$ cat src/rtl/core/pinned_pixel_flow_tracker_core_defines.svh
// ----------------------------------------------------------------------------
// Pinned pixel flow tracker: assertion macros
// Shared concurrent assertion forms used by the tracker RTL.
// ----------------------------------------------------------------------------
`ifndef PINNED_PIXEL_FLOW_TRACKER_CORE_DEFINES_SVH
`define PINNED_PIXEL_FLOW_TRACKER_CORE_DEFINES_SVH

// The consequent must hold in the same cycle as the antecedent.
`define PPFT_ASSERT_SAME(label, clk, rst_n, ante, cons, msg) \
    label: assert property (@(posedge clk) disable iff (!rst_n) (ante) |-> (cons)) \
        else $error(msg);

// The consequent must hold in the cycle after the antecedent.
`define PPFT_ASSERT_NEXT(label, clk, rst_n, ante, cons, msg) \
    label: assert property (@(posedge clk) disable iff (!rst_n) (ante) |=> (cons)) \
        else $error(msg);

`endif

$ cat src/rtl/core/ppft_pkg.sv
// ----------------------------------------------------------------------------
// Pinned pixel flow tracker package
// Types, codes and constants shared by the tracker modules.
// ----------------------------------------------------------------------------
package ppft_pkg;

    // Default table sizes.
    localparam int WELLS_DEFAULT = 65536;
    localparam int FLOWS_DEFAULT = 512;

    // Field widths.
    localparam int KIND_W     = 2;
    localparam int WELL_IDX_W = 16;
    localparam int FLOW_W     = 9;
    localparam int SAMPLE_W   = 16;
    localparam int GAIN_W     = 16;
    localparam int THRESH_W   = 14;
    localparam int COUNT_W    = 17;

    // Largest table depths the field widths can address.
    localparam int WELL_SPACE = 1 << WELL_IDX_W;
    localparam int FLOW_SPACE = 1 << FLOW_W;

    // Gain correction arithmetic.
    localparam int FRAC_BITS  = 12;
    localparam int PROD_W     = SAMPLE_W + GAIN_W + 1;
    localparam int QUOT_W     = PROD_W - FRAC_BITS;
    localparam int CLAMP_HIGH = 16383;
    localparam int SAT_LOW    = -32768;

    // Threshold reset values.
    localparam logic [THRESH_W-1:0] PIN_HIGH_RESET = 14'h3fff;
    localparam logic [THRESH_W-1:0] PIN_LOW_RESET  = 14'h0000;

    // Count saturation value.
    localparam logic [COUNT_W-1:0] COUNT_MAX = '1;

    // Queue depths.
    localparam int MID_DEPTH = 4;
    localparam int OUT_DEPTH = 2;

    // Configuration register indexes.
    localparam logic CFG_PIN_HIGH = 1'b0;
    localparam logic CFG_PIN_LOW  = 1'b1;

    // Item kinds on the input.
    localparam logic [KIND_W-1:0] KIND_SAMPLE = 2'd0;
    localparam logic [KIND_W-1:0] KIND_PRESET = 2'd1;
    localparam logic [KIND_W-1:0] KIND_QUERY  = 2'd2;

    // Operation the back end carries out.
    typedef enum logic [1:0] {
        OP_QUERY,
        OP_PRESET,
        OP_PIN
    } op_t;

    // Back end sequencer states.
    typedef enum logic [3:0] {
        ST_CLEAR = 4'b0001,
        ST_IDLE  = 4'b0010,
        ST_EVAL  = 4'b0100,
        ST_DEC   = 4'b1000
    } back_state_t;

    // Input item.
    typedef struct packed {
        logic [KIND_W-1:0]          kind;
        logic [WELL_IDX_W-1:0]      well_index;
        logic [FLOW_W-1:0]          flow;
        logic signed [SAMPLE_W-1:0] sample;
        logic [GAIN_W-1:0]          gain;
        logic                       preset_pinned;
    } in_item_t;

    // Result item.
    typedef struct packed {
        logic signed [SAMPLE_W-1:0] corrected_sample;
        logic                       out_of_range;
        logic [COUNT_W-1:0]         flow_pin_count;
        logic                       well_pinned;
        logic [FLOW_W-1:0]          first_flow;
    } result_t;

    // Classified item passed from the front end to the back end.
    typedef struct packed {
        op_t                        op;
        logic [WELL_IDX_W-1:0]      well_index;
        logic                       well_ok;
        logic [FLOW_W-1:0]          flow;
        logic                       flow_ok;
        logic signed [SAMPLE_W-1:0] corrected_sample;
        logic                       out_of_range;
        logic                       preset_pinned;
    } work_item_t;

    // Entry of the first pin table.
    typedef struct packed {
        logic              valid;
        logic [FLOW_W-1:0] flow;
    } pin_entry_t;

endpackage

$ cat src/rtl/core/ppft_front.sv
// ----------------------------------------------------------------------------
// Pinned pixel flow tracker: front end
// Accepts items, applies the gain, checks the pin thresholds and classifies
// each item into the operation that the back end performs.
// ----------------------------------------------------------------------------
module ppft_front import ppft_pkg::*; #(
    parameter int WELLS = WELLS_DEFAULT,
    parameter int FLOWS = FLOWS_DEFAULT
) (
    input  logic                clk,
    input  logic                rst_n,
    input  logic                cfg_write,
    input  logic                cfg_index,
    input  logic [THRESH_W-1:0] cfg_data,
    input  logic                push,
    input  in_item_t            item,
    output logic                full,
    input  logic                hold,
    output logic                mid_push,
    output work_item_t          mid_item,
    input  logic                mid_full
);

    logic [THRESH_W-1:0]      pin_high_reg;
    logic [THRESH_W-1:0]      pin_low_reg;
    logic                     valid_reg, valid_next;
    logic [KIND_W-1:0]        kind_reg;
    logic [WELL_IDX_W-1:0]    well_reg;
    logic [FLOW_W-1:0]        flow_reg;
    logic                     preset_reg;
    logic signed [PROD_W-1:0] prod_reg;
    logic signed [PROD_W-1:0] prod_next;
    logic                     accept;
    logic                     round_up;
    logic signed [QUOT_W-1:0] quot;
    logic signed [SAMPLE_W-1:0] clamped;
    logic signed [COUNT_W-1:0]  value_ext;
    logic signed [COUNT_W-1:0]  low_ext;
    logic signed [COUNT_W-1:0]  high_ext;
    logic                     hit;
    logic                     well_ok;
    logic                     flow_ok;

    // Threshold registers.
    always_ff @(posedge clk or negedge rst_n)
    begin
        if (!rst_n)
        begin
            pin_high_reg <= PIN_HIGH_RESET;
            pin_low_reg  <= PIN_LOW_RESET;
        end
        else if (cfg_write)
        begin
            if (cfg_index == CFG_PIN_HIGH)
            begin
                pin_high_reg <= cfg_data;
            end
            else
            begin
                pin_low_reg <= cfg_data;
            end
        end
    end

    // Input handshake: the stage moves on when the queue takes its item.
    assign full     = hold || (valid_reg && mid_full);
    assign accept   = push && !full;
    assign mid_push = valid_reg && !mid_full;

    always_comb
    begin
        valid_next = valid_reg;
        if (accept)
        begin
            valid_next = 1'b1;
        end
        else if (mid_push)
        begin
            valid_next = 1'b0;
        end
    end

    // Signed sample times unsigned Q4.12 gain.
    assign prod_next = PROD_W'(item.sample) * PROD_W'($signed({1'b0, item.gain}));

    always_ff @(posedge clk or negedge rst_n)
    begin
        if (!rst_n)
        begin
            valid_reg <= 1'b0;
        end
        else
        begin
            valid_reg <= valid_next;
        end
    end

    always_ff @(posedge clk)
    begin
        if (accept)
        begin
            kind_reg   <= item.kind;
            well_reg   <= item.well_index;
            flow_reg   <= item.flow;
            preset_reg <= item.preset_pinned;
            prod_reg   <= prod_next;
        end
    end

    // Drop the fraction toward zero: a negative product with fraction bits
    // set is one above its floor.
    assign round_up = prod_reg[PROD_W-1] && (prod_reg[FRAC_BITS-1:0] != '0);
    assign quot     = $signed(prod_reg[PROD_W-1:FRAC_BITS])
                    + $signed({{(QUOT_W-1){1'b0}}, round_up});

    // Clamp high and saturate low.
    always_comb
    begin
        if (quot > QUOT_W'(CLAMP_HIGH))
        begin
            clamped = SAMPLE_W'(CLAMP_HIGH);
        end
        else if (quot < QUOT_W'(SAT_LOW))
        begin
            clamped = SAMPLE_W'(SAT_LOW);
        end
        else
        begin
            clamped = quot[SAMPLE_W-1:0];
        end
    end

    // Threshold test in a width that holds both signs.
    assign value_ext = COUNT_W'(clamped);
    assign low_ext   = $signed({{(COUNT_W-THRESH_W){1'b0}}, pin_low_reg});
    assign high_ext  = $signed({{(COUNT_W-THRESH_W){1'b0}}, pin_high_reg});
    assign hit       = (value_ext <= low_ext) || (value_ext >= high_ext);

    assign well_ok = (32'(well_reg) < WELLS);
    assign flow_ok = (32'(flow_reg) < FLOWS);

    // Classification into the back end operation.
    always_comb
    begin
        mid_item.well_index       = well_reg;
        mid_item.well_ok          = well_ok;
        mid_item.flow             = flow_reg;
        mid_item.flow_ok          = flow_ok;
        mid_item.preset_pinned    = preset_reg;
        mid_item.corrected_sample = '0;
        mid_item.out_of_range     = 1'b0;
        mid_item.op               = OP_QUERY;
        case (kind_reg)
            KIND_SAMPLE:
            begin
                mid_item.corrected_sample = clamped;
                mid_item.out_of_range     = hit;
                if (hit && well_ok && flow_ok)
                begin
                    mid_item.op = OP_PIN;
                end
            end
            KIND_PRESET:
            begin
                if (well_ok)
                begin
                    mid_item.op = OP_PRESET;
                end
            end
            default:
            begin
                mid_item.op = OP_QUERY;
            end
        endcase
    end

endmodule

$ cat config.mk
export PLATFORM = sky130hd
export DESIGN_NAME = ppft_front
export DESIGN_NICKNAME = d
export VERILOG_FILES = /design/src/rtl/core/pinned_pixel_flow_tracker_core_defines.svh /design/src/rtl/core/ppft_pkg.sv /design/src/rtl/core/ppft_front.sv
export SDC_FILE = /design/constraint.sdc
export NUM_CORES = 1
export LEC_CHECK = 0
export ABC_AREA = 1
export BUFFER_PORTS_ARGS = -buffer_cell sky130_fd_sc_hd__buf_2
export CORE_ASPECT_RATIO = 1.1
export CORE_MARGIN = 3
export CORE_UTILIZATION = 45
export CTS_CLUSTER_DIAMETER = 60
export DETAILED_ROUTE_END_ITERATION = 8
export PLACE_DENSITY = 0.78
export RECOVER_POWER = 50
export SETUP_SLACK_MARGIN = 0.05
export SYNTH_ARGS = -nofsm -noshare
export SYNTH_HDL_FRONTEND = slang
export SYNTH_SLANG_ARGS = --single-unit
$ cat constraint.sdc
create_clock -name clk -period 3.65 [get_ports clk]
set_input_delay 0.73 -clock clk [delete_from_list [all_inputs] [get_ports clk]]
set_output_delay 0.73 -clock clk [all_outputs]
set_load 0.05 [all_outputs]
Word-level counts from Yosys, hierarchy flattened:

Index checks and enable logic that the tools add are counted.

* bitwise gates (word level): 1
* mux-type cells: 7
* reductions and logical operators: 13
* $add $sub $neg: 1
* multiply operators: 1
* equal/unequal tests: 1
* magnitude comparators: 4

Operators with widths (count)
* 16-bit by 17-bit multiplier with 33-bit output: 1
* 16-bit two-way mux: 2
* 21-bit by 2-bit adder with 21-bit output: 1
* 21-bit by 15-bit greater-than comparator with 1-bit output (second input constant): 1
* 21-bit by 16-bit less-than comparator with 1-bit output (second input constant): 1
* 17-bit two-way mux: 1
* 16-bit by 15-bit >= comparator with 1-bit output: 1
* 16-bit by 15-bit <= comparator with 1-bit output: 1
* 12-bit nonzero test: 1
* 1-bit logical AND: 4
* 2-bit one-hot mux with 2 select lines: 1
* 2-bit AND reduction: 2
* 2-bit by 1-bit == test with 1-bit output (second input constant): 1
* 1-bit zero test: 2
* 2-bit zero test: 1
* 1-bit logical OR: 2
* 1-bit two-way mux: 2
* 2-bit two-way mux: 1
* 2-bit nonzero test: 1
* 1-bit NOT: 1

* bits of input ports: 81
* flip-flop bits (word level): 90
* output and inout port bits: 49
* word-level logic and storage cells: 36

Depth between registers and ports, before layout:

* depth after elaboration: 10
* depth in mapped cells: 32
* mapped depth without buffers: 31

Worst setup path before layout:

Ideal clock, no wire load.

* path type: input to register
* start point: in item[23] (netlist name)
* end point: reg prod_reg[22], data pin
* arrival time: 5.817 ns
* buffers on the path: 2
* setup slack: -2.432 ns
* cell stages on the path: 21
* library setup time: 0.265 ns
* required time: 3.385 ns
* path through: clkbuf_1 clkbuf_1 nand2_1 fa_1 inv_1 fa_1 inv_1 fa_1 inv_1 fa_1 inv_1 fa_1 inv_1 fa_1 ha_1 a21oi_1 o21a_1 o21ai_0 a21oi_1 o21ai_0 xor2_1

* longest elaborated chain between the ends: 1

Ends and longest elaborated chain
* start: declaration: line ppft_front.sv:16 `input in_item_t item,`
* 16-bit by 17-bit multiplier with 33-bit output: line ppft_front.sv:84 `assign prod_next = PROD_W'(item.sample) * PROD_W'($signed({1'b0, item.gain}));`
* net prod_next[22]: line ppft_front.sv:32 `logic signed [PROD_W-1:0] prod_next;`
* end signal: assignment: line ppft_front.sv:106 `prod_reg <= prod_next;`
* end: declaration: line ppft_front.sv:31 `logic signed [PROD_W-1:0] prod_reg;`

The timed path passes the listed nets, and every way through them passes these cells.
A chain may end at the register's enable or synchronous reset.

Final worst setup path:

* start point: in item[32] (netlist name)
* end point: reg prod_reg[27], data pin

The elaborated chain is that of the path after synthesis.

==> impl_results.rst <==
.. list-table::
   :header-rows: 1

   * - Metric
     - Value
   * - GR Overflow Total
     - 0
   * - Core region area
     - 0.0298 mm^2
   * - Wire length after detailed routing
     - 41.9 mm
   * - Top-level port count
     - 130
   * - Worst Setup Start Kind
     - input port
   * - Ant diodes
     - 0
   * - TritonCTS clock tree
     - done
   * - Largest net degree at the start of global routing
     - 35
   * - Start-to-end type of the worst setup path
     - input port to flip-flop
   * - Data required time of the worst path
     - 3.74 ns
   * - Violated checks
     - capacitance limit, slew limit, setup timing
   * - Count of cell types in the netlist
     - 45
   * - Number of clock sinks
     - 90
   * - Dominant combinational cell family by area after synthesis
     - adder cells
   * - First-pass GRT wire length
     - 61.8 mm
   * - Final critical-path share of the clock period
     - 1.51
   * - Worst slack at placement
     - -2.27 ns
   * - Total count of max-transition violations in the final report
     - 30
   * - Worst Skew
     - 0.00627 ns
   * - Mean Syn Cell Area
     - 8.19 um^2
   * - Number of register bits inferred by synthesis
     - 90
   * - Vias per cell
     - 5.16
   * - # hold bufs at CTS
     - 0
   * - Area of the die
     - 0.0326 mm^2
   * - Count of endpoints failing setup in the final report
     - 44
   * - Vias in the first global route
     - 13.4k
   * - Simple-Gate Fraction of Synth Area
     - 0.171
   * - Via count
     - 12.6k
   * - Area overhead of the layout relative to synthesis
     - 42.3%
   * - Inserted Clock Buffers
     - 9
   * - Clock-pin slew on the worst setup and hold paths
     - 0.07 ns
   * - Detailed-route wire length per cell
     - 17.2 um
   * - Number of buffers inserted by port buffering
     - 127
   * - RSZ-0062 raised after global routing
     - true
   * - Share of synthesized area spent on multiplexers
     - 0
   * - Iteration count of the initial detailed-routing pass
     - 5
   * - Share of synthesized cell area in full adder, half adder and majority cells
     - 0.423
   * - Master cell of the clock root buffer
     - clkbuf_16
   * - Number of design-rule violations left by the first detailed-router iteration
     - 872
   * - Transition time of the tightest slew-check pin
     - 1.67 ns
   * - DRT antenna net count
     - 0
   * - Number of max-capacitance violations reported
     - 1
   * - Endpoints failing hold
     - 0
   * - Die X-Extent
     - 172 um
   * - Buffer levels on the longest clock path
     - 2
   * - Rows
     - 66
   * - Status
     - finished, violations left
   * - Count of flip-flops with a built-in enable after synthesis
     - 61
   * - Async set-or-reset flop fraction in the synthesized netlist
     - 0.322
   * - Warning count from the yosys run
     - 0
   * - Area share of xor/xnor cells in the synthesized design
     - 0.0274
   * - Min-Delay Path Class
     - flip-flop to flip-flop
   * - Most used flip-flop cell after synthesis
     - edfxtp_1
   * - # H-tree levels
     - 3
   * - Worst setup EP type
     - flip-flop
   * - Post-route minimum period
     - 5.50 ns
   * - Fraction of the mapped netlist area in compound gates
     - 0.0544
   * - Final Wtd Congestion
     - 0.937
   * - Die Height
     - 189 um
   * - Number of nets in the layout
     - 2450
   * - Overall routing resource usage
     - 0.234
   * - Cells after Synth
     - 1672
   * - Source-to-sink clock delay at the later pin of the worst-skew pair
     - 0.35 ns
   * - Post-synthesis instance area
     - 0.0137 mm^2
   * - Final routed DRC violation total
     - 0
   * - HPWL reported at the end of detailed placement
     - 29.0 mm
   * - Arrival time of the worst setup path
     - 5.59 ns
   * - Achievable frequency
     - 0.182 GHz
   * - Largest driver fanout on the critical path
     - 6
   * - Slew Limit Headroom
     - -0.114
   * - Starting density of the core
     - 0.459
   * - Initial antenna violation count
     - 0
   * - Number of flip-flops under the largest register name
     - 33
   * - Fraction of the yosys area taken by sequential cells
     - 0.188
   * - Fraction of layout cells with a size suffix above 1
     - 0.368
   * - Worst setup slack after layout
     - -1.85 ns
==> cells in the mapped netlist, drive strengths merged, types with 9 or more instances <==
cell type  count  area (um^2)
xnor2         13          114
a21oi         52          272
xor2          29          262
dfstp         14          368
dfrtp         15          375
edfxtp        61         1830
nand3         23          125
nor3           9         45.0
fa           194         3880
nand2        439         1680
ha           152         1900
or2           14         87.6
o21ai         48          240
inv          424         1590
nor2          74          293
clkbuf        55          206
==> cells in the final DEF (no fill, tap or decap), types with 26 or more instances in the layout <==
master    instances
fa_1            183
xor2_1           26
nand2_1         346
edfxtp_1         61
buf_2            80
ha_1            104
nand2_4          39
buf_4           216
inv_2            37
inv_1           379
nand2_2          52
ha_4             43
buf_6            58
o21ai_0          35
nor2_1           45
==> logic make-up after synthesis <==
logic type / count (synthesis)
simple gates: 576
buf+inv: 487
fa+ha+maj: 346
compound gates: 130
flops: 90
xor+xnor: 42
other cells: 1
==> cell type report <==
| cell class | count | area, um^2 |
|---|---|---|
| well taps | 408 | 510 |
| clock buffers | 9 | 225 |
| fillers | 2093 | 10300 |
| multi-input cells | 1096 | 11100 |
| inverters | 425 | 1620 |
| flip-flops and latches | 90 | 2570 |
| repair buffers | 401 | 3430 |
| clock inverters | 7 | 68.8 |
==> path summary, 6_finish.rpt <==
kind                                 start               to  slack (ns)  cells after the start
max in group asynchronous            rst_n   pin_low_reg[9]        1.88                      1
max                               item[32]     prod_reg[27]       -1.85                     20
max reg2reg                      valid_reg     prod_reg[23]        1.80                      4
min reg2reg                pin_low_reg[11]  pin_low_reg[11]        0.50                      2
min in group asynchronous            rst_n   pin_low_reg[0]        0.81                      1
min                        pin_low_reg[11]  pin_low_reg[11]        0.50                      2
==> critical path, cell delays in order <==
cell and delay (ns):
buf_6 0.09, inv_6 0.04, buf_2 0.16, buf_4 0.16, or2_2 0.28, fa_1 0.45
fa_1 0.54, fa_1 0.46, fa_1 0.50, inv_1 0.05, fa_1 0.43, ha_1 0.33
ha_4 0.28, a21oi_1 0.27, o21ai_1 0.19, a21oi_2 0.17, nand3_2 0.13, nand2_1 0.10
nand2_1 0.08, xor2_1 0.15
==> what timing repair did <==
item | 4_1_cts | 5_1_grt
gates cloned | 3 | 0
hold endpoints to repair | 0 | 0
setup buffers | 33 | 26
pin swaps | 116 | 134
setup endpoints to repair | 44 | 45
gates resized for setup | 247 | 211
==> metrics by stage <==
stage / cell area [um^2] / cells / hold WS (ns) / TNS (ns) / util
CTS: 18500 / 2417 / 0.426 / -44.08 / 0.622
floorplan: 14600 / 1673 / 0.434 / -42.93 / -
global route: 19500 / 2436 / 0.506 / -52.48 / 0.654
finish: 19500 / 2436 / 0.496 / -46.54 / 0.654
global placement: 16900 / 2365 / 0.470 / -52.15 / 0.568
detailed placement: 16900 / 2365 / 0.476 / -54.18 / 0.568
==> layer usage <==
| metal | vias to the layer above | routed length, um | GRT usage |
|---|---|---|---|
| li1 | 5679 | - | - |
| met1 | 6171 | 14900 | 0.262 |
| met2 | 564 | 22800 | 0.433 |
| met3 | 157 | 2270 | 0.0332 |
| met4 | 0 | 1920 | 0.112 |
| met5 | - | 0 | 0 |
Power is left out: the tool's default activity adds up to more than one toggle a clock period on the data nets, which glitch-free logic cannot reach.
