==> config.mk <==
export PLATFORM = sky130hd
export DESIGN_NAME = ppft_fifo
export DESIGN_NICKNAME = d
export VERILOG_FILES = /design/src/rtl/core/pinned_pixel_flow_tracker_core_defines.svh /design/src/rtl/core/ppft_fifo.sv
export SDC_FILE = /design/constraint.sdc
export NUM_CORES = 1
export LEC_CHECK = 0
export ABC_AREA = 0
export BUFFER_PORTS_ARGS = -buffer_cell sky130_fd_sc_hd__buf_2
export CAP_MARGIN = 20
export CORE_ASPECT_RATIO = 0.9
export CORE_MARGIN = 1
export CORE_UTILIZATION = 52
export CTS_BUF_LIST = sky130_fd_sc_hd__clkbuf_2
export CTS_CLUSTER_SIZE = 25
export DETAILED_ROUTE_END_ITERATION = 10
export PLACE_DENSITY = 0.86
export SKIP_CTS_REPAIR_TIMING = 1
export SLEW_MARGIN = 0
export SYNTH_ARGS = -nofsm -noshare
export SYNTH_HDL_FRONTEND = slang
export SYNTH_SLANG_ARGS = --single-unit
==> constraint.sdc <==
create_clock -name clk -period 1.9 [get_ports clk]
set_input_delay 0.19 -clock clk [delete_from_list [all_inputs] [get_ports clk]]
set_output_delay 0.19 -clock clk [all_outputs]
set_load 0.05 [all_outputs]
==> src/rtl/core/pinned_pixel_flow_tracker_core_defines.svh <==
// ----------------------------------------------------------------------------
// Pinned pixel flow tracker: assertion macros
// Shared concurrent assertion forms used by the tracker RTL.
// ----------------------------------------------------------------------------
`ifndef PINNED_PIXEL_FLOW_TRACKER_CORE_DEFINES_SVH
`define PINNED_PIXEL_FLOW_TRACKER_CORE_DEFINES_SVH

// The consequent must hold in the same cycle as the antecedent.
`define PPFT_ASSERT_SAME(label, clk, rst_n, ante, cons, msg) \
    label: assert property (@(posedge clk) disable iff (!rst_n) (ante) |-> (cons)) \
        else $error(msg);

// The consequent must hold in the cycle after the antecedent.
`define PPFT_ASSERT_NEXT(label, clk, rst_n, ante, cons, msg) \
    label: assert property (@(posedge clk) disable iff (!rst_n) (ante) |=> (cons)) \
        else $error(msg);

`endif

==> src/rtl/core/ppft_fifo.sv <==
// ----------------------------------------------------------------------------
// Pinned pixel flow tracker: small queue
// Register-based first-in first-out queue with push/full and pop/empty sides.
// ----------------------------------------------------------------------------
module ppft_fifo #(
    parameter int WIDTH = 8,
    parameter int DEPTH = 2,
    localparam int PW   = (DEPTH > 1) ? $clog2(DEPTH) : 1,
    localparam int CW   = $clog2(DEPTH + 1)
) (
    input  logic             clk,
    input  logic             rst_n,
    input  logic             push,
    input  logic [WIDTH-1:0] wdata,
    output logic             full,
    input  logic             pop,
    output logic [WIDTH-1:0] rdata,
    output logic             empty
);

    logic [WIDTH-1:0] slot_reg [DEPTH];
    logic [PW-1:0]    wr_ptr_reg, wr_ptr_next;
    logic [PW-1:0]    rd_ptr_reg, rd_ptr_next;
    logic [CW-1:0]    count_reg, count_next;
    logic             do_push;
    logic             do_pop;

    assign full    = (count_reg == CW'(DEPTH));
    assign empty   = (count_reg == '0);
    assign do_push = push && !full;
    assign do_pop  = pop && !empty;
    assign rdata   = slot_reg[rd_ptr_reg];

    // Pointer and fill count update.
    always_comb
    begin
        wr_ptr_next = wr_ptr_reg;
        rd_ptr_next = rd_ptr_reg;
        count_next  = count_reg;
        if (do_push)
        begin
            wr_ptr_next = (wr_ptr_reg == PW'(DEPTH - 1)) ? '0 : wr_ptr_reg + 1'b1;
        end
        if (do_pop)
        begin
            rd_ptr_next = (rd_ptr_reg == PW'(DEPTH - 1)) ? '0 : rd_ptr_reg + 1'b1;
        end
        if (do_push && !do_pop)
        begin
            count_next = count_reg + 1'b1;
        end
        else if (do_pop && !do_push)
        begin
            count_next = count_reg - 1'b1;
        end
    end

    always_ff @(posedge clk or negedge rst_n)
    begin
        if (!rst_n)
        begin
            wr_ptr_reg <= '0;
            rd_ptr_reg <= '0;
            count_reg  <= '0;
        end
        else
        begin
            wr_ptr_reg <= wr_ptr_next;
            rd_ptr_reg <= rd_ptr_next;
            count_reg  <= count_next;
        end
    end

    // Storage slots need no reset.
    always_ff @(posedge clk)
    begin
        if (do_push)
        begin
            slot_reg[wr_ptr_reg] <= wdata;
        end
    end

endmodule

# After elaboration in Yosys (flattened, before gate mapping)
# Memory sizes are Yosys's and may differ from the RTL's.
# Cells that the tools add are included.
[word_totals] regBits=4 latchBits=0 mem_bits_rw=16 rom_bits=0 in_bits=12 output_inout_bits=10 elab_cells=25 mem_count=1
[classes] add_sub_neg=4 n_mul=0 div=0 n_lt_le_gt_ge=0 n_eq_ne=1 shift=0 n_mux=6 bitwise_logic=0 reduce_logical=10
[mem_list] memory="slot_reg" words=2 width=8 read_ports=1 rd_clocked_by_memory_dff=0 wr=1 line_no="ppft_fifo.sv:21" text="logic [WIDTH-1:0] slot_reg [DEPTH];"
[op_table] cell="logical AND 1 bit" n=4
[op_table] cell="zero test 1 bit" n=4
[op_table] cell="2-to-1 mux 1 bit" n=4
[op_table] cell="2-to-1 mux 2 bit" n=2
[op_table] cell="adder 1 bit (second input constant)" n=2
[op_table] cell="adder 2 x 1 -> 2 bit (second input constant)" n=1
[op_table] cell="== test 2 bit (second input constant)" n=1
[op_table] cell="zero test 2 bit" n=1
[op_table] cell="nonzero test 2 bit" n=1
[op_table] cell="subtractor 2 x 1 -> 2 bit (second input constant)" n=1

# Longest topological paths before layout
# Gate-level depths: netlist of run 1.
[depth] depth_word=7 ltp_mapped=7

# Worst setup path after synthesis of run 1
# Ideal clock, no wire load.
[synth_path] path_type="register to register" startpoint="register count_reg[0]" endpoint="memory slot_reg[0][0] (enable)" setup_ns=0.370 arrival_ns=1.022 required_time_ns=1.530 path_slack_ns=0.508 path_stages_with_launch=4 path_buffers=0 path_cell_list="dfrtp_1 -> nand2b_1 -> nand2_2 -> nor2_1"
[synth_between] elab_chain_len=5
[synth_lines] item="from (decl)" line_no="ppft_fifo.sv:24" text="logic [CW-1:0] count_reg, count_next;"
[synth_lines] item="from (signal assigned)" line_no="ppft_fifo.sv:70" text="count_reg <= count_next;"
[synth_lines] item="== test 2 bit" line_no="ppft_fifo.sv:28" text="assign full = (count_reg == CW'(DEPTH));"
[synth_lines] item="zero test 1 bit" line_no="ppft_fifo.sv:30" text="assign do_push = push && !full;"
[synth_lines] item="logical AND 1 bit" line_no="ppft_fifo.sv:30"
[synth_lines] item="2-to-1 mux 1 bit" line_no="ppft_fifo.sv:77" text="if (do_push)"
[synth_lines] item="2-to-1 mux 1 bit (not written as such)" line_no="ppft_fifo.sv:79" text="slot_reg[wr_ptr_reg] <= wdata;"
[synth_lines] item="to (decl)" line_no="ppft_fifo.sv:21"
# Every way passes these cells.

# Final worst setup path of run 1
[layout_path] startpoint="register rd_ptr_reg" endpoint="output rdata[2]"
[layout_between] elab_chain_len=1
[layout_lines] item="from (decl)" line_no="ppft_fifo.sv:23" text="logic [PW-1:0] rd_ptr_reg, rd_ptr_next;"
[layout_lines] item="from (signal assigned)" line_no="ppft_fifo.sv:69" text="rd_ptr_reg <= rd_ptr_next;"
[layout_lines] item="memory read (2 x 8 bit)"
[layout_lines] item="to (decl)" line_no="ppft_fifo.sv:17" text="output logic [WIDTH-1:0] rdata,"
# Every way passes these cells.

==> flow_summary.ini, run 1 <==
[run_status]
outcome = complete, no violations

[die]
dieArea_um2 = 1660
rows = 12
initial_core_util = 0.592
core_area_um2 = 1320
die_x_um = 42.9
boundaryPins = 22
die_y_um = 38.8

[global_route]
grt.overflow.total = 0
grt_pass1_wl_um = 1900
grt_pass1_vias = 456
grt_max_degree = 12
grtUsageTotal = 0.169
antenna_found_initial = 0

[synthesis]
synth_top_area_frac = 0.614
yosys.area.top_type = edfxtp_1
synth.top_cells.by_area = edfxtp_1 (61%), dfrtp_1 (13%), mux2_1 (8.6%)
ys_seq_area_frac = 0.742
synth_cell_type_count = 15
synth_nets = 57
synth_area_um2 = 782
synth_warnings = 0
yosys_register_bits = 20
synth_cells = 44
syn_avg_cell_area_um2 = 17.8

[clocking]
cts.clk_slew.worst_paths_ns = 0.16
clock_sinks = 20
cts_root_buf = clkbuf_2
clk_latency_ns = 0.29
cts_buffers = 3
htreeDepth = 1
cts_tree = built
clockBufferDepth = 2

[sta]
worst_slack_ns = 0.232
worst_pin_slew_ns = 0.367
finalCriticalPeriod_ns = 1.67
fin_skew_ns = 0.000700
relSlewSlack = 0.755
fin_crit_sh = 0.878
rsz0062_at_grt = no
setup_tns_ns = 0
hold_violations = 0
slew_violations = 0
clock.fmax_mhz = 600
finalSetupViolations = 0

[finish]
fin_util = 0.709
diodes = 0
final_cell_count_no_fill = 84
layout-drive-gt1-share = 0.429
multi_input_area_um2 = 189
syn_to_final_growth_pct = 19.8
postLayoutCellArea_um2 = 937
layout.nets = 84
fill_cells = 96
final_common_cell = buf_2
final_cell_mix = buf_2 (21), edfxtp_1 (16), mux2_1 (6)
final-seq-area_um2 = 581
largest_reg_flops = 16

[detailed_routing]
routedWlPerCell_um = 13.7
firstDrtPassIters = 3
viasPerCell = 5.08
wl_met3_um = 53
drc = 0
met1_length_um = 481
wl_um = 1150
via_count = 427
final_antenna_net_count = 0
dr.max_layer_used = met4
drt_iter0_drc = 3
wl_met2_um = 604

[setup_path]
end_kind = output port
path_class = reg2out
r2r_end = count_reg[1]
start_kind = register
reg2reg_slack_ns = 0.38
crit_arrival_ns = 1.48
rr_startpoint = count_reg[0]
required_ns = 1.71
reg2regPathDepth = 7
worstSetupStartpoint = rd_ptr_reg
worstPathMaxFanout = 9

[min_path]
min_from = wdata[2]
hold_depth = 1
min_to = slot_reg[1][2]
hp-class = in2reg

[pwr]
p_per_area_nw_per_um2 = 1750
power_frac_comb = 0.465
power_frac_clock = 0.105
p_int_mw = 0.904
seqPwrFrac = 0.430
p_leak_nw = 0.400
swShare = 0.448
max-vdd-ir-drop_v = 0.00105
p_sw_mw = 0.734

[place]
io_buffers = 21
hpwl_um = 841
placed_area_um2 = 907
place_congestion = 0.655
dp.cells = 79
pre_cts_ws_ns = 0.391

[flow_run]
cap_violations = 0
Yosys cell counts, drive strengths merged:
cell and n:
edfxtp 16, inv 2, o21ai 1, ha 1
dfrtp 4, nand2b 1, xnor2 3, buf 1
nand2 1, xor2 2, and3 1, mux2 8
nor2 3
per-stage QoR:
stage	hold slack, ns	power [mW]
6_report	0.0681	1.64
2_1_floorplan	-0.106	1.32
4_1_cts	-0.347	1.66
3_5_place_dp	0.00150	1.48
5_1_grt	0.0392	1.72
3_3_place_gp	0.000900	1.46
critical path, cell delays in order, from the launching register on:
cell     delay, ns
dfrtp_1       0.60
mux2_2        0.38
buf_2         0.21
power groups by stage:
| stage | Sequential, mW | Combinational [mW] | Clock, mW |
|---|---|---|---|
| final | 0.705 | 0.762 | 0.171 |
| after global routing | 0.723 | 0.807 | 0.194 |
| after CTS | 0.709 | 0.769 | 0.177 |
| after detailed placement | 0.718 | 0.767 | 0 |
| after global placement | 0.712 | 0.749 | 0 |
| after floorplan | 0.668 | 0.648 | 0 |
how the worst max path moves through the flow:
stage	depth (start not counted)	slack, ns	endpoint
6_report	2	0.23	rdata[2]
5_1_grt	2	0.16	rdata[7]
4_1_cts	2	0.20	rdata[7]
3_5_place_dp	7	0.39	count_reg[1]
3_3_place_gp	6	0.49	count_reg[1]
2_1_floorplan	3	0.51	slot_reg[0][0]
area by class of cell:
class,count,share of cell area
inverter,2,0.00801
sequential,20,0.619
timing repair buffer,23,0.131
clock buffer,4,0.0214
tap,14,0.0187
multi-input combinational,21,0.202
per-layer routing:
| layer | track usage | up-vias |
|---|---|---|
| met5 | 0 | - |
| met4 | 0.117 | 0 |
| met3 | 0.0280 | 2 |
| met2 | 0.284 | 14 |
| met1 | 0.203 | 201 |
| li1 | - | 210 |
kinds of logic (layout without fill, tap and decap cells):
| group | Yosys count | count (layout) | share of synthesized area |
|---|---|---|---|
| AO/OA/AOI/OAI | 1 | 1 | 0.00639 |
| XOR/XNOR | 5 | 5 | 0.0656 |
| adder cells (fa/ha/maj) | 1 | 1 | 0.0160 |
| buffers and inverters | 3 | 29 | 0.0160 |
| flip-flops | 20 | 20 | 0.742 |
| multiplexers | 8 | 8 | 0.115 |
| AND/OR/NAND/NOR | 6 | 6 | 0.0384 |
Power figures use the tool's default switching activity.
==> run 2: changes to the inputs <==
clock period = 1.7 ns   (was 1.9 ns; I/O delays follow)
==> run 2 against run 1 <==
Via count fell by 0.94%. Cell area rose by 3.6%. Core utilization rose by 2.6 points. Final cell count rose by 1.2%. Count of clock-buffer cells in the layout fell by 1. Critical path type unchanged. Highest routed layer unchanged.
==> flow_summary.ini, run 2 (synthesized netlist as in run 1, its figures left out) <==
[detailed_routing]
drc = 0
viasPerCell = 4.98
wl_um = 1110
final_antenna_net_count = 0
drt_iter0_drc = 7
via_count = 423
firstDrtPassIters = 3
routedWlPerCell_um = 13.1

[die]
boundaryPins = 22
die_y_um = 38.8
dieArea_um2 = 1660
rows = 12
core_area_um2 = 1320
die_x_um = 42.9
initial_core_util = 0.592

[pwr]
p_leak_nw = 0.414
p_per_area_nw_per_um2 = 2060
max-vdd-ir-drop_v = 0.00127

[sta]
holdWs_ns = 0.0295
fin_skew_ns = 0.00685
worst_pin_slew_ns = 0.357
finalCriticalPeriod_ns = 1.57
rsz0062_at_grt = no
finalSetupViolations = 0
relSlewSlack = 0.762
worst_slack_ns = 0.125
clock.fmax_mhz = 635
setup_tns_ns = 0
slew_violations = 0
hold_violations = 0
fin_crit_sh = 0.926

[setup_path]
reg2regPathDepth = 6
end_kind = output port
worstPathMaxFanout = 9
crit_path_top_delay_cell = dfrtp_2
path_class = reg2out
endpoint = rdata[7]
rr_startpoint = count_reg[0]
reg2reg_slack_ns = 0.20
crit_arrival_ns = 1.40
path_cells = mux2_2 > buf_2
start_kind = register
required_ns = 1.53
r2r_end = count_reg[1]
worstSetupStartpoint = rd_ptr_reg
cp_slowest_stage_delay_ns = 0.53

[finish]
final_common_cell = buf_2
syn_to_final_growth_pct = 24.2
final_cell_mix = buf_2 (21), edfxtp_1 (16), mux2_1 (6)
largest_reg_flops = 16
layout.nets = 85
final_cell_count_no_fill = 85
fill_cells = 85
layout-drive-gt1-share = 0.451
fin_util = 0.735
diodes = 0

[clocking]
clock_sinks = 20
htreeDepth = 1
cts.clk_slew.worst_paths_ns = 0.19
cts_root_buf = clkbuf_2
clockBufferDepth = 2
cts_buffers = 3
cts_tree = built
clk_latency_ns = 0.31

[place]
pre_cts_ws_ns = 0.211
hpwl_um = 802
dp.cells = 80
place_congestion = 0.594
io_buffers = 21

[flow_run]
cap_violations = 0

[global_route]
grt_pass1_vias = 426
grt_max_degree = 13
grt_pass1_wl_um = 1750
grtUsageTotal = 0.158
grt.overflow.total = 0
antenna_found_initial = 0

[min_path]
hp-class = in2reg

[run_status]
outcome = complete, no violations
==> run 2: area by class of cell <==
cell class	instances	area [um2]	area share
clock buffer	3	15.0	0.0155
tap	14	17.5	0.0180
multi-input combinational	21	189	0.195
timing repair buffer	24	130	0.134
sequential	20	582	0.599
clock inverter	1	30.0	0.0309
inverter	2	7.51	0.00773
==> run 2: power breakdown <==
group	internal [mW]	switching [mW]
Clock	0.203	0.145
Sequential	0.686	0.107
Combinational	0.274	0.583
==> run 2: critical path, delay by kind of cell, from the launching register on <==
family | cells | cell delay (ns)
mux | 1 | 0.35
buf+inv | 1 | 0.21
flops | 1 | 0.53
==> run 2: through the flow <==
step	area [um2]	power [mW]
2_1_floorplan	782	1.47
4_1_cts	960	2.01
3_3_place_gp	915	1.64
5_1_grt	971	2.09
3_5_place_dp	915	1.67
6_report	971	2.00
==> run 2: metal layers <==
layer | vias up | track usage | part of all wire
met4 | 0 | 0.0938 | 0.0063
met2 | 12 | 0.295 | 0.54
met5 | - | 0 | 0
met1 | 200 | 0.170 | 0.41
met3 | 2 | 0.0280 | 0.041
li1 | 209 | - | -
==> run 2: how the worst min path moves through the flow <==
stage | end | from | cells past startpoint
final | slot_reg[1][0] | wdata[0] | 1
after global routing | slot_reg[0][0] | wdata[0] | 1
after CTS | rd_ptr_reg | rst_n | 1
after detailed placement | count_reg[1] | rst_n | 1
after global placement | count_reg[1] | rst_n | 1
after floorplan | count_reg[0] | rst_n | 0
==> run 3: changes to the inputs <==
HOLD_SLACK_MARGIN = 0.08   (was not set)
==> run 3 against run 2 <==
Register-to-register slack about the same. Critical path type unchanged. Sequential share of layout area fell by 4.6 points. Via count rose by 8.5%. Global-route usage did not move. Flip-flop and latch count unchanged.
==> flow_summary.ini, run 3 (synthesized netlist as in run 1, its figures left out) <==
[finish]
final_cell_count_no_fill = 93
final-seq-area_um2 = 582
postLayoutCellArea_um2 = 1050
diodes = 0
multi_input_area_um2 = 189
final_common_cell = buf_2
syn_to_final_growth_pct = 34.4
fill_cells = 75
final_cell_mix = buf_2 (21), edfxtp_1 (16), dlygate4sd3_1 (9)
fin_util = 0.795
largest_reg_flops = 16
layout-drive-gt1-share = 0.405
layout.nets = 93

[place]
place_congestion = 0.594
pre_cts_ws_ns = 0.211
io_buffers = 21
hpwl_um = 802
dp.cells = 80
placed_area_um2 = 915

[die]
die_x_um = 42.9
core_area_um2 = 1320
boundaryPins = 22
dieArea_um2 = 1660
die_y_um = 38.8
initial_core_util = 0.592
rows = 12

[setup_path]
crit_arrival_ns = 1.41
start_kind = register
path_class = reg2out
end_kind = output port
worstPathMaxFanout = 9
required_ns = 1.53

[sta]
fin_crit_sh = 0.929
setup_tns_ns = 0
worst_pin_slew_ns = 0.363
worst_slack_ns = 0.121
clock.fmax_mhz = 633
relSlewSlack = 0.758
hold_violations = 0
fin_skew_ns = 0.00510
finalCriticalPeriod_ns = 1.58
finalSetupViolations = 0
slew_violations = 0
rsz0062_at_grt = no

[clocking]
cts.clk_slew.worst_paths_ns = 0.19
cts_root_buf = clkbuf_2
htreeDepth = 1
clockBufferDepth = 2
clock_sinks = 20
cts_tree = built
cts_buffers = 3
clk_latency_ns = 0.31

[detailed_routing]
drt_iter0_drc = 8
routedWlPerCell_um = 13.3
drc = 0
viasPerCell = 4.94
firstDrtPassIters = 4
final_antenna_net_count = 0
dr.max_layer_used = met4
wl_met3_um = 42
via_count = 459
wl_um = 1240
wl_met2_um = 708
met1_length_um = 480

[run_status]
outcome = complete, no violations

[global_route]
grt.overflow.total = 0
grt_pass1_wl_um = 1750
grtUsageTotal = 0.158
grt_pass1_vias = 426
antenna_found_initial = 0
grt_max_degree = 13

[pwr]
p_per_area_nw_per_um2 = 1920
max-vdd-ir-drop_v = 0.00137
p_leak_nw = 0.448

[min_path]
hp-class = in2reg

[flow_run]
cap_violations = 0
==> run 3: cell types whose count changed in the layout (fill, tap and decap cells not counted), sizes merged <==
cell,previous run,this run
dlygate4sd3,1,9
==> run 3: critical path, stage by stage (launching register included) <==
cell and delay [ns]:
dfrtp_2 0.53, mux2_2 0.36, buf_2 0.21
==> run 3: layout make-up <==
| type | count | area share |
|---|---|---|
| multi-input cells | 21 | 0.180 |
| clock buffers | 3 | 0.0143 |
| clock inverters | 1 | 0.0286 |
| repair buffers | 32 | 0.200 |
| inverters | 2 | 0.00714 |
| flip-flops and latches | 20 | 0.554 |
| well taps | 14 | 0.0167 |
==> run 3: power breakdown <==
part / internal, mW / switching [mW]
clock network: 0.203 / 0.145
registers: 0.686 / 0.109
logic: 0.286 / 0.589
==> run 3: routing by layer <==
layer,global-route usage,vias to the layer above
met5,0,-
met2,0.295,12
met4,0.0938,0
li1,-,226
met1,0.170,219
met3,0.0280,2
==> run 3: final timing paths <==
check,from,to,slack (ns),depth (start not counted)
max,rd_ptr_reg,rdata[7],0.12,2
max reg2reg,count_reg[0],count_reg[1],0.20,6
max in group asynchronous,rst_n,rd_ptr_reg,1.40,2
min reg2reg,wr_ptr_reg,wr_ptr_reg,0.55,1
min,push,wr_ptr_reg,0.13,3
min in group asynchronous,rst_n,rd_ptr_reg,0.17,2
==> run 3: through the flow <==
step | hold WS, ns | power [mW]
floorplan | -0.126 | 1.47
global placement | -0.0193 | 1.64
detailed placement | -0.0228 | 1.67
CTS | -0.392 | 2.01
global route | 0.140 | 2.11
finish | 0.128 | 2.02
